==> config.mk <==
export PLATFORM = sky130hd
export DESIGN_NAME = multi_stack_shared_store_core
export DESIGN_NICKNAME = d
export VERILOG_FILES = /design/src/design/msss_pkg.sv /design/src/design/msss_ram.sv /design/src/design/multi_stack_shared_store_core.sv
export SDC_FILE = /design/constraint.sdc
export NUM_CORES = 2
export LEC_CHECK = 0
export BUFFER_PORTS_ARGS = -buffer_cell sky130_fd_sc_hd__buf_2
export CAP_MARGIN = 20
export CORE_AREA = 2 2 547 549
export CTS_BUF_LIST = sky130_fd_sc_hd__clkbuf_8
export DETAILED_ROUTE_END_ITERATION = 7
export DIE_AREA = 0 0 549 551
export PLACE_DENSITY = 0.53
export SYNTH_ARGS = -nofsm -noshare
export SYNTH_HDL_FRONTEND = slang
export SYNTH_HIERARCHICAL = 1
export SYNTH_SLANG_ARGS = --single-unit
==> constraint.sdc <==
create_clock -name clk -period 12.9 [get_ports clk]
set_input_delay 0 -clock clk [delete_from_list [all_inputs] [get_ports clk]]
set_output_delay 0 -clock clk [all_outputs]
set_load 0.02 [all_outputs]
==> src/design/msss_pkg.sv <==
// Package for the shared-store multi-stack core: item types, codes and defaults.
// Depends on nothing; the top level imports it.
package msss_pkg;

	// Default sizes handed to the top-level parameters.
	localparam int NUM_STACKS_DEF = 8;
	localparam int CAPACITY_DEF   = 64;

	// Operation codes; the unused code acts as a peek.
	localparam logic [1:0] OP_PUSH = 2'd0;
	localparam logic [1:0] OP_POP  = 2'd1;
	localparam logic [1:0] OP_PEEK = 2'd2;

	// Result status codes.
	localparam logic [1:0] STAT_OK      = 2'd0;
	localparam logic [1:0] STAT_INVALID = 2'd1;
	localparam logic [1:0] STAT_FULL    = 2'd2;
	localparam logic [1:0] STAT_EMPTY   = 2'd3;

	// Value answered on any error.
	localparam logic signed [31:0] ERR_VALUE = -32'sd1;

	// One request item.
	typedef struct packed {
		logic [1:0]         op;
		logic [3:0]         stack_number;
		logic signed [31:0] push_value;
	} req_item_t;

	// One response item.
	typedef struct packed {
		logic [1:0]         status;
		logic signed [31:0] read_value;
	} rsp_item_t;

endpackage

==> src/design/msss_ram.sv <==
// Generic single-write, single-read synchronous RAM with a registered read port.
// Used for the value store and the link store of the multi-stack core.
module msss_ram #(
	parameter int WIDTH = 32,
	parameter int DEPTH = 64
) (
	input  logic                             clk,
	input  logic                             we,
	input  logic [$clog2(DEPTH)-1:0]         waddr,
	input  logic [WIDTH-1:0]                 wdata,
	input  logic                             re,
	input  logic [$clog2(DEPTH)-1:0]         raddr,
	output logic [WIDTH-1:0]                 rdata
);

	logic [WIDTH-1:0] mem [DEPTH];

	// Write port.
	always_ff @(posedge clk) begin
		if (we) begin
			mem[waddr] <= wdata;
		end
	end

	// Registered read port; the data holds until the next read.
	always_ff @(posedge clk) begin
		if (re) begin
			rdata <= mem[raddr];
		end
	end

endmodule

==> src/design/multi_stack_shared_store_core.sv <==
// Top level of the multi-stack core: NUM_STACKS LIFO stacks sharing one store.
// Depends on msss_pkg and on msss_ram for the value and link stores.
//
// NUM_STACKS stacks live as linked lists in one store of CAPACITY slots; free
// slots form a further list. After reset the core threads the free list
// through the link RAM and holds req_stall high while it does so. After that
// each item passes an accept cycle, which reads the link and value RAMs, and
// an execute state, which uses the read data and writes back the link, value
// (on a push), stack head and free head. The next item is taken only after
// the execute state ends, so the core holds one item at a time; a response
// waiting in the output register stalls the core only when a second response
// is ready before the first is taken. Every item gives one response.
module multi_stack_shared_store_core #(
	parameter int NUM_STACKS = msss_pkg::NUM_STACKS_DEF,
	parameter int CAPACITY   = msss_pkg::CAPACITY_DEF
) (
	input  logic                clk,
	input  logic                arst_n,
	input  logic                req_valid,
	output logic                req_stall,
	input  msss_pkg::req_item_t req,
	output logic                rsp_valid,
	input  logic                rsp_stall,
	output msss_pkg::rsp_item_t rsp
);
	import msss_pkg::*;

	localparam int ADDR_W = (CAPACITY > 1) ? $clog2(CAPACITY) : 1;
	localparam int PTR_W  = $clog2(CAPACITY + 1);
	localparam int K_W    = (NUM_STACKS > 1) ? $clog2(NUM_STACKS) : 1;
	localparam logic [PTR_W-1:0]  PTR_NULL  = PTR_W'(CAPACITY);
	localparam logic [ADDR_W-1:0] LAST_SLOT = ADDR_W'(CAPACITY - 1);
	localparam logic [4:0]        NS_MAX    = 5'(NUM_STACKS);

	typedef enum logic [2:0] {
		S_CLEAR = 3'b001,
		S_IDLE  = 3'b010,
		S_EXEC  = 3'b100
	} state_t;

	state_t state_q;

	logic [ADDR_W-1:0] clr_q;
	logic [PTR_W-1:0]  heads_q [NUM_STACKS];
	logic [PTR_W-1:0]  free_head_q;

	// Item registers carried from the accept cycle into the execute cycle.
	logic [1:0]         op_s1;
	logic [K_W-1:0]     k_s1;
	logic               ok_s1;
	logic [PTR_W-1:0]   top_s1;
	logic signed [31:0] pv_s1;

	logic               rsp_valid_q;
	rsp_item_t          rsp_q;

	// Request decode in the accept cycle.
	logic               accept;
	logic               sn_ok;
	logic [3:0]         sn_m1;
	logic [K_W-1:0]     k_in;
	logic [PTR_W-1:0]   top_in;

	assign req_stall = (state_q != S_IDLE);
	assign accept    = req_valid && !req_stall;
	assign sn_ok     = (req.stack_number != 4'd0) && ({1'b0, req.stack_number} <= NS_MAX);
	assign sn_m1     = req.stack_number - 4'd1;
	assign k_in      = sn_m1[K_W-1:0];
	assign top_in    = sn_ok ? heads_q[k_in] : PTR_NULL;

	// Memory ports.
	logic               link_we;
	logic [ADDR_W-1:0]  link_waddr;
	logic [PTR_W-1:0]   link_wdata;
	logic [ADDR_W-1:0]  link_raddr;
	logic [PTR_W-1:0]   link_rdata;
	logic               val_we;
	logic [31:0]        val_rdata;

	// A push reads the link of the free head, a pop the link of the top slot.
	assign link_raddr = (req.op == OP_PUSH) ? free_head_q[ADDR_W-1:0] : top_in[ADDR_W-1:0];

	msss_ram #(
		.WIDTH(PTR_W),
		.DEPTH(CAPACITY)
	) u_link_ram (
		.clk   (clk),
		.we    (link_we),
		.waddr (link_waddr),
		.wdata (link_wdata),
		.re    (accept),
		.raddr (link_raddr),
		.rdata (link_rdata)
	);

	msss_ram #(
		.WIDTH(32),
		.DEPTH(CAPACITY)
	) u_value_ram (
		.clk   (clk),
		.we    (val_we),
		.waddr (free_head_q[ADDR_W-1:0]),
		.wdata (pv_s1),
		.re    (accept),
		.raddr (top_in[ADDR_W-1:0]),
		.rdata (val_rdata)
	);

	// Execute stage: classify the item and form the response.
	logic       rsp_free;
	logic       exec_fire;
	logic       is_push;
	logic       is_pop;
	logic       top_null;
	logic       free_null;
	logic       do_push;
	logic       do_pop;
	rsp_item_t  rsp_d;

	assign rsp_free  = !rsp_valid_q || !rsp_stall;
	assign exec_fire = (state_q == S_EXEC) && rsp_free;
	assign is_push   = (op_s1 == OP_PUSH);
	assign is_pop    = (op_s1 == OP_POP);
	assign top_null  = (top_s1 >= PTR_NULL);
	assign free_null = (free_head_q >= PTR_NULL);
	assign do_push   = ok_s1 && is_push && !free_null;
	assign do_pop    = ok_s1 && is_pop && !top_null;

	always_comb begin
		rsp_d.status     = STAT_OK;
		rsp_d.read_value = ERR_VALUE;
		if (!ok_s1) begin
			rsp_d.status = STAT_INVALID;
		end else if (is_push) begin
			if (free_null) begin
				rsp_d.status = STAT_FULL;
			end else begin
				rsp_d.read_value = 32'sd0;
			end
		end else if (top_null) begin
			rsp_d.status = STAT_EMPTY;
		end else begin
			rsp_d.read_value = val_rdata;
		end
	end

	// Link write: threading pass after reset, then push and pop write-back.
	always_comb begin
		link_we    = 1'b0;
		link_waddr = clr_q;
		link_wdata = PTR_W'(clr_q) + PTR_W'(1);
		if (state_q == S_CLEAR) begin
			link_we = 1'b1;
		end else if (exec_fire && do_push) begin
			link_we    = 1'b1;
			link_waddr = free_head_q[ADDR_W-1:0];
			link_wdata = top_s1;
		end else if (exec_fire && do_pop) begin
			link_we    = 1'b1;
			link_waddr = top_s1[ADDR_W-1:0];
			link_wdata = free_head_q;
		end
	end

	assign val_we = exec_fire && do_push;

	// Sequencer.
	always_ff @(posedge clk or negedge arst_n) begin
		if (!arst_n) begin
			state_q <= S_CLEAR;
			clr_q   <= '0;
		end else begin
			unique case (state_q)
				S_CLEAR: begin
					clr_q <= clr_q + ADDR_W'(1);
					if (clr_q == LAST_SLOT) begin
						state_q <= S_IDLE;
					end
				end
				S_IDLE: begin
					if (accept) begin
						state_q <= S_EXEC;
					end
				end
				S_EXEC: begin
					if (rsp_free) begin
						state_q <= S_IDLE;
					end
				end
				default: begin
					state_q <= S_CLEAR;
				end
			endcase
		end
	end

	// Item capture in the accept cycle.
	always_ff @(posedge clk) begin
		if (accept) begin
			op_s1  <= req.op;
			k_s1   <= k_in;
			ok_s1  <= sn_ok;
			top_s1 <= top_in;
			pv_s1  <= req.push_value;
		end
	end

	// Stack heads and free head update on write-back.
	always_ff @(posedge clk or negedge arst_n) begin
		if (!arst_n) begin
			free_head_q <= '0;
			for (int i = 0; i < NUM_STACKS; i++) begin
				heads_q[i] <= PTR_NULL;
			end
		end else if (exec_fire) begin
			if (do_push) begin
				heads_q[k_s1] <= free_head_q;
				free_head_q   <= (link_rdata >= PTR_NULL) ? PTR_NULL : link_rdata;
			end else if (do_pop) begin
				heads_q[k_s1] <= (link_rdata >= PTR_NULL) ? PTR_NULL : link_rdata;
				free_head_q   <= top_s1;
			end
		end
	end

	// Output register.
	always_ff @(posedge clk or negedge arst_n) begin
		if (!arst_n) begin
			rsp_valid_q <= 1'b0;
		end else if (exec_fire) begin
			rsp_valid_q <= 1'b1;
		end else if (!rsp_stall) begin
			rsp_valid_q <= 1'b0;
		end
	end

	always_ff @(posedge clk) begin
		if (exec_fire) begin
			rsp_q <= rsp_d;
		end
	end

	assign rsp_valid = rsp_valid_q;
	assign rsp       = rsp_q;

endmodule
==> summary.txt <==
Floorplanning
  – CORE AREA: 0.296 sq mm
  – Die Y: 551 um
  – Chip width: 549 um
  – Row count: 200
  – Initial Utilization: 34.9%
  – Top-level I/O count: 78
  – Die area: 0.302 sq mm

Logic synthesis
  – Post-synth ARST share: 2.72%
  – Yosys warning total: 6
  – Cells after Synth: 4659
  – Ranking of synthesized cells by area: edfxtp_1 (76%), mux4_2 (15%), dfrtp_1 (1.6%)
  – Post-synthesis sequential area ratio: 77.8%
  – Top cells by count, synth: edfxtp_1 (2614), mux4_2 (670), nor2_1 (277), clkbuf_1 (118), mux2i_1 (118)
  – Post-Syn Area per Cell: 22.2 sq um
  – Synth Area in Simple Gates: 2.19%
  – Fraction of synthesized area in multiplexers: 16.4%
  – Syn_nets: 4703
  – Synth Flop Type: edfxtp_1
  – Post-synth top area cell: edfxtp_1
  – Synth Register Bits: 2687
  – Synth cell types: 69
  – Main combinational cell family by area after synthesis: multiplexers
  – Most common cell in the netlist: edfxtp_1
  – Post-synthesis xor/xnor area fraction: 0.0848%
  – Post-synth EDFFs: 2614
  – Compound-cell area share of the yosys netlist: 2.24%
  – Top cell type's share of synthesized area: 76.0%
  – Adder-cell share of the synthesized area: 0.0242%
  – Area of the mapped netlist: 0.103 sq mm

Power and ir drop
  – VDD IR-drop max: 171 uV
  – Leak Pwr: 0.0361 uW
  – PD cells: 149 mW/mm^2

Final layout
  – Layout cells sized above 1: 29.4%
  – FF+latch area: 0.0803 sq mm
  – Multi-input gate area: 0.0224 sq mm
  – Fill cell count: 26500
  – Nets: 5215
  – Layout area overhead: 14.5%

Worst setup path
  – FF-to-FF End: u_link_ram/mem[7][4]
  – Req. time, crit path: 13670 ps
  – Arrival @ worst endpoint: 7300 ps
  – Worst R2R Path Depth: 6
  – Slowest-stage cell, CP: nor2_4
  – Critical Path Fanout Max: 40
  – Critical path class: primary input to flop
  – Crit path largest cell delay: 780 ps
  – FF-to-FF Start: op_s1[1]
  – Startpoint Class: primary input
  – Critical path capture point type: flop
  – R2R Setup Slk: 7360 ps
  – Critical-path cell list: dlygate4sd3_1 > buf_2 > dlygate4sd3_1 > inv_1 > ha_1 > xor2_1 > dlygate4sd3_1 > buf_4 > mux2i_1 > nor2_4 > buf_4 > buf_4 > mux4_2 > mux2i_1 > nor2_1 > a311oi_1 > nor3_1

Hold path
  – Hold Crit Depth: 3
  – Hold path start: req[29]
  – Hold Path End: pv_s1[29]
  – HP Class: primary input to flop

STA
  – Final Cycle Share: 50.6%
  – Final clock skew: 125 ps
  – Hold slack: 185 ps
  – Worst slew margin: 25.0%
  – Max-slew violations: 0
  – RSZ-0062 raised after global routing: false
  – Setup_tns: 0 ps
  – Endpoints failing setup: 0
  – Fmax: 153 MHz
  – Minimum clock period: 6530 ps
  – Worst-margin pin slew: 1120 ps
  – Fin. Hold Viols: 0

Run
  – Max capacitance violation total: 0

Clock tree
  – Htree depth: 5
  – CTS clock-pin slew for the worst setup and hold paths: 60 ps
  – Bufs on Longest Clock Path: 4
  – CTS tree: yes
  – Num Clock Sinks: 2687
  – Worst skew pair latency: 1080 ps
  – # Post-CTS Setup Buffers: 0
  – CTS Buf Count: 437
  – Root buffer cell: clkbuf_8

GRT
  – Vias in the first global route: 52100
  – GRT Resource Usage Total: 18.2%
  – GRT met2 Usage: 30.0%
  – GR peak layer: met2
  – Met3 usage: 2.76%
  – Pin count of the biggest net entering global routing: 113
  – Initial antenna violation count: 16
  – Met1 Use GR: 25.5%
  – First-pass GRT wire length: 392000 um
  – GRT Residual Overflow: 0

Route
  – Residual DRC: 0
  – Antenna-violating nets left: 0
  – Drt total wl: 279000 um
  – Vias per inst: 5.33
  – Drt wl/cell: 29.4 um
  – First-pass DRT Iterations: 7
  – Drt first-iter violations: 5337
  – Via count: 50500

Place
  – Final RePlAce weighted congestion: 0.775
  – IO Port Bufs: 77
  – HPWL Detailed: 150000 um

Status
  – Status: complete, no violations
-- worst max-delay path by stage --
stage                     cells after the start  slack, ps  startpoint               endpoint
final                                        17       6370     req[32]  u_value_ram/rdata[20]
after floorplan                               4       7910    op_s1[1]   u_link_ram/mem[0][2]
after global routing                         17       5910     req[32]  u_value_ram/rdata[20]
after CTS                                    17       6390     req[32]  u_value_ram/rdata[20]
after detailed placement                     13       6290     req[32]  u_value_ram/rdata[20]
after global placement                       13       6350     req[32]  u_value_ram/rdata[20]
-- cell families after synthesis --
logic type                 count (synthesis)
DFF                                     2687
AOI/OAI and AO/OA                        360
adders and majority gates                  2
buffers and inverters                    269
muxes                                    846
xor gates and xnor gates                  10
and+or+nand+nor                          485
-- cells in the final DEF, fill, tap and decap left out, types with 8 or more instances in the layout --
cell type,netlist,routed
a21oi_1,86,82
a22oi_1,23,23
a311oi_1,8,8
buf_2,74,78
buf_4,31,165
bufinv_16,0,13
clkbuf_8,0,449
clkinv_1,0,113
clkinv_2,0,54
clkinvlp_4,0,9
dfrtp_1,64,64
dfstp_2,9,9
dlygate4sd3_1,0,83
edfxtp_1,2614,2614
inv_1,11,150
mux2_2,44,44
mux2i_1,118,118
mux4_2,670,670
nand2_1,68,68
nand2b_1,22,21
nand3_1,18,18
nand3b_1,9,9
nor2_1,277,206
nor2_4,0,70
nor2b_1,21,21
nor3_1,15,13
o21ai_0,43,43
o21ai_1,11,11
o221ai_1,36,36
o22ai_1,107,107
o31ai_1,15,10
-- registers in the layout (all words and copies together) (netlist names), 3 cells and up --
register	flops
clr_q	6
free_head_q	7
heads_q	56
k_s1	3
pv_s1	32
rsp	34
state_q	3
top_s1	7
u_link_ram/mem	448
u_link_ram/rdata	7
u_value_ram/mem	2048
u_value_ram/rdata	32
-- critical path: cells and delay by family --
family	cells	cell delay (ps)
buffers and inverters	8	3920
multiplexers	3	1050
AND/OR/NAND/NOR	3	1010
AO/OA/AOI/OAI	1	770
adder cells (fa/ha/maj)	1	220
XOR/XNOR	1	160
-- metrics by stage --
| step | instances | total power [uW] | cell area (sq um) | utilization [%] | setup slack, ps |
|---|---|---|---|---|---|
| 2_1_floorplan | 4659 | 10500 | 103000 | - | 7910 |
| 3_3_place_gp | 8586 | 10800 | 109000 | 36.9 | 6350 |
| 3_5_place_dp | 8588 | 10900 | 109000 | 36.9 | 6290 |
| 4_1_cts | 9464 | 17800 | 118000 | 39.9 | 6390 |
| 5_1_grt | 9468 | 18200 | 118000 | 39.9 | 5910 |
| 6_report | 9471 | 17600 | 118000 | 39.9 | 6370 |
-- power breakdown --
part | leakage [uW] | total (uW) | switching [uW] | internal, uW
clock network | 0.00464 | 6880 | 3380 | 3500
registers | 0.0244 | 9950 | 39.7 | 9910
logic | 0.00703 | 752 | 598 | 154
total | 0.0361 | 17600 | 4020 | 13600
-- layout make-up --
class                           count  area share, %
Clock inverter                    344           1.60
Multi-Input combinational cell   1703           18.9
Clock buffer                      449           5.22
Inverter                           11         0.0349
Antenna cell                        7         0.0148
Tap cell                         3939           4.17
Sequential cell                  2687           67.9
Timing Repair Buffer              331           2.16
-- per-layer routing --
layer  vias to the layer above  wire length (um)
li1                      20700                 -
met1                     27500            120000
met2                      1850            136000
met3                       365             17000
met4                         0              5480
met5                         -                 0
-- what timing repair did --
action                    in CTS  in global routing
hold endpoints to repair     185                  0
hold buffers                  83                  0
resized for setup              0                  0
No activity file was read; power rests on OpenSTA's default activity.
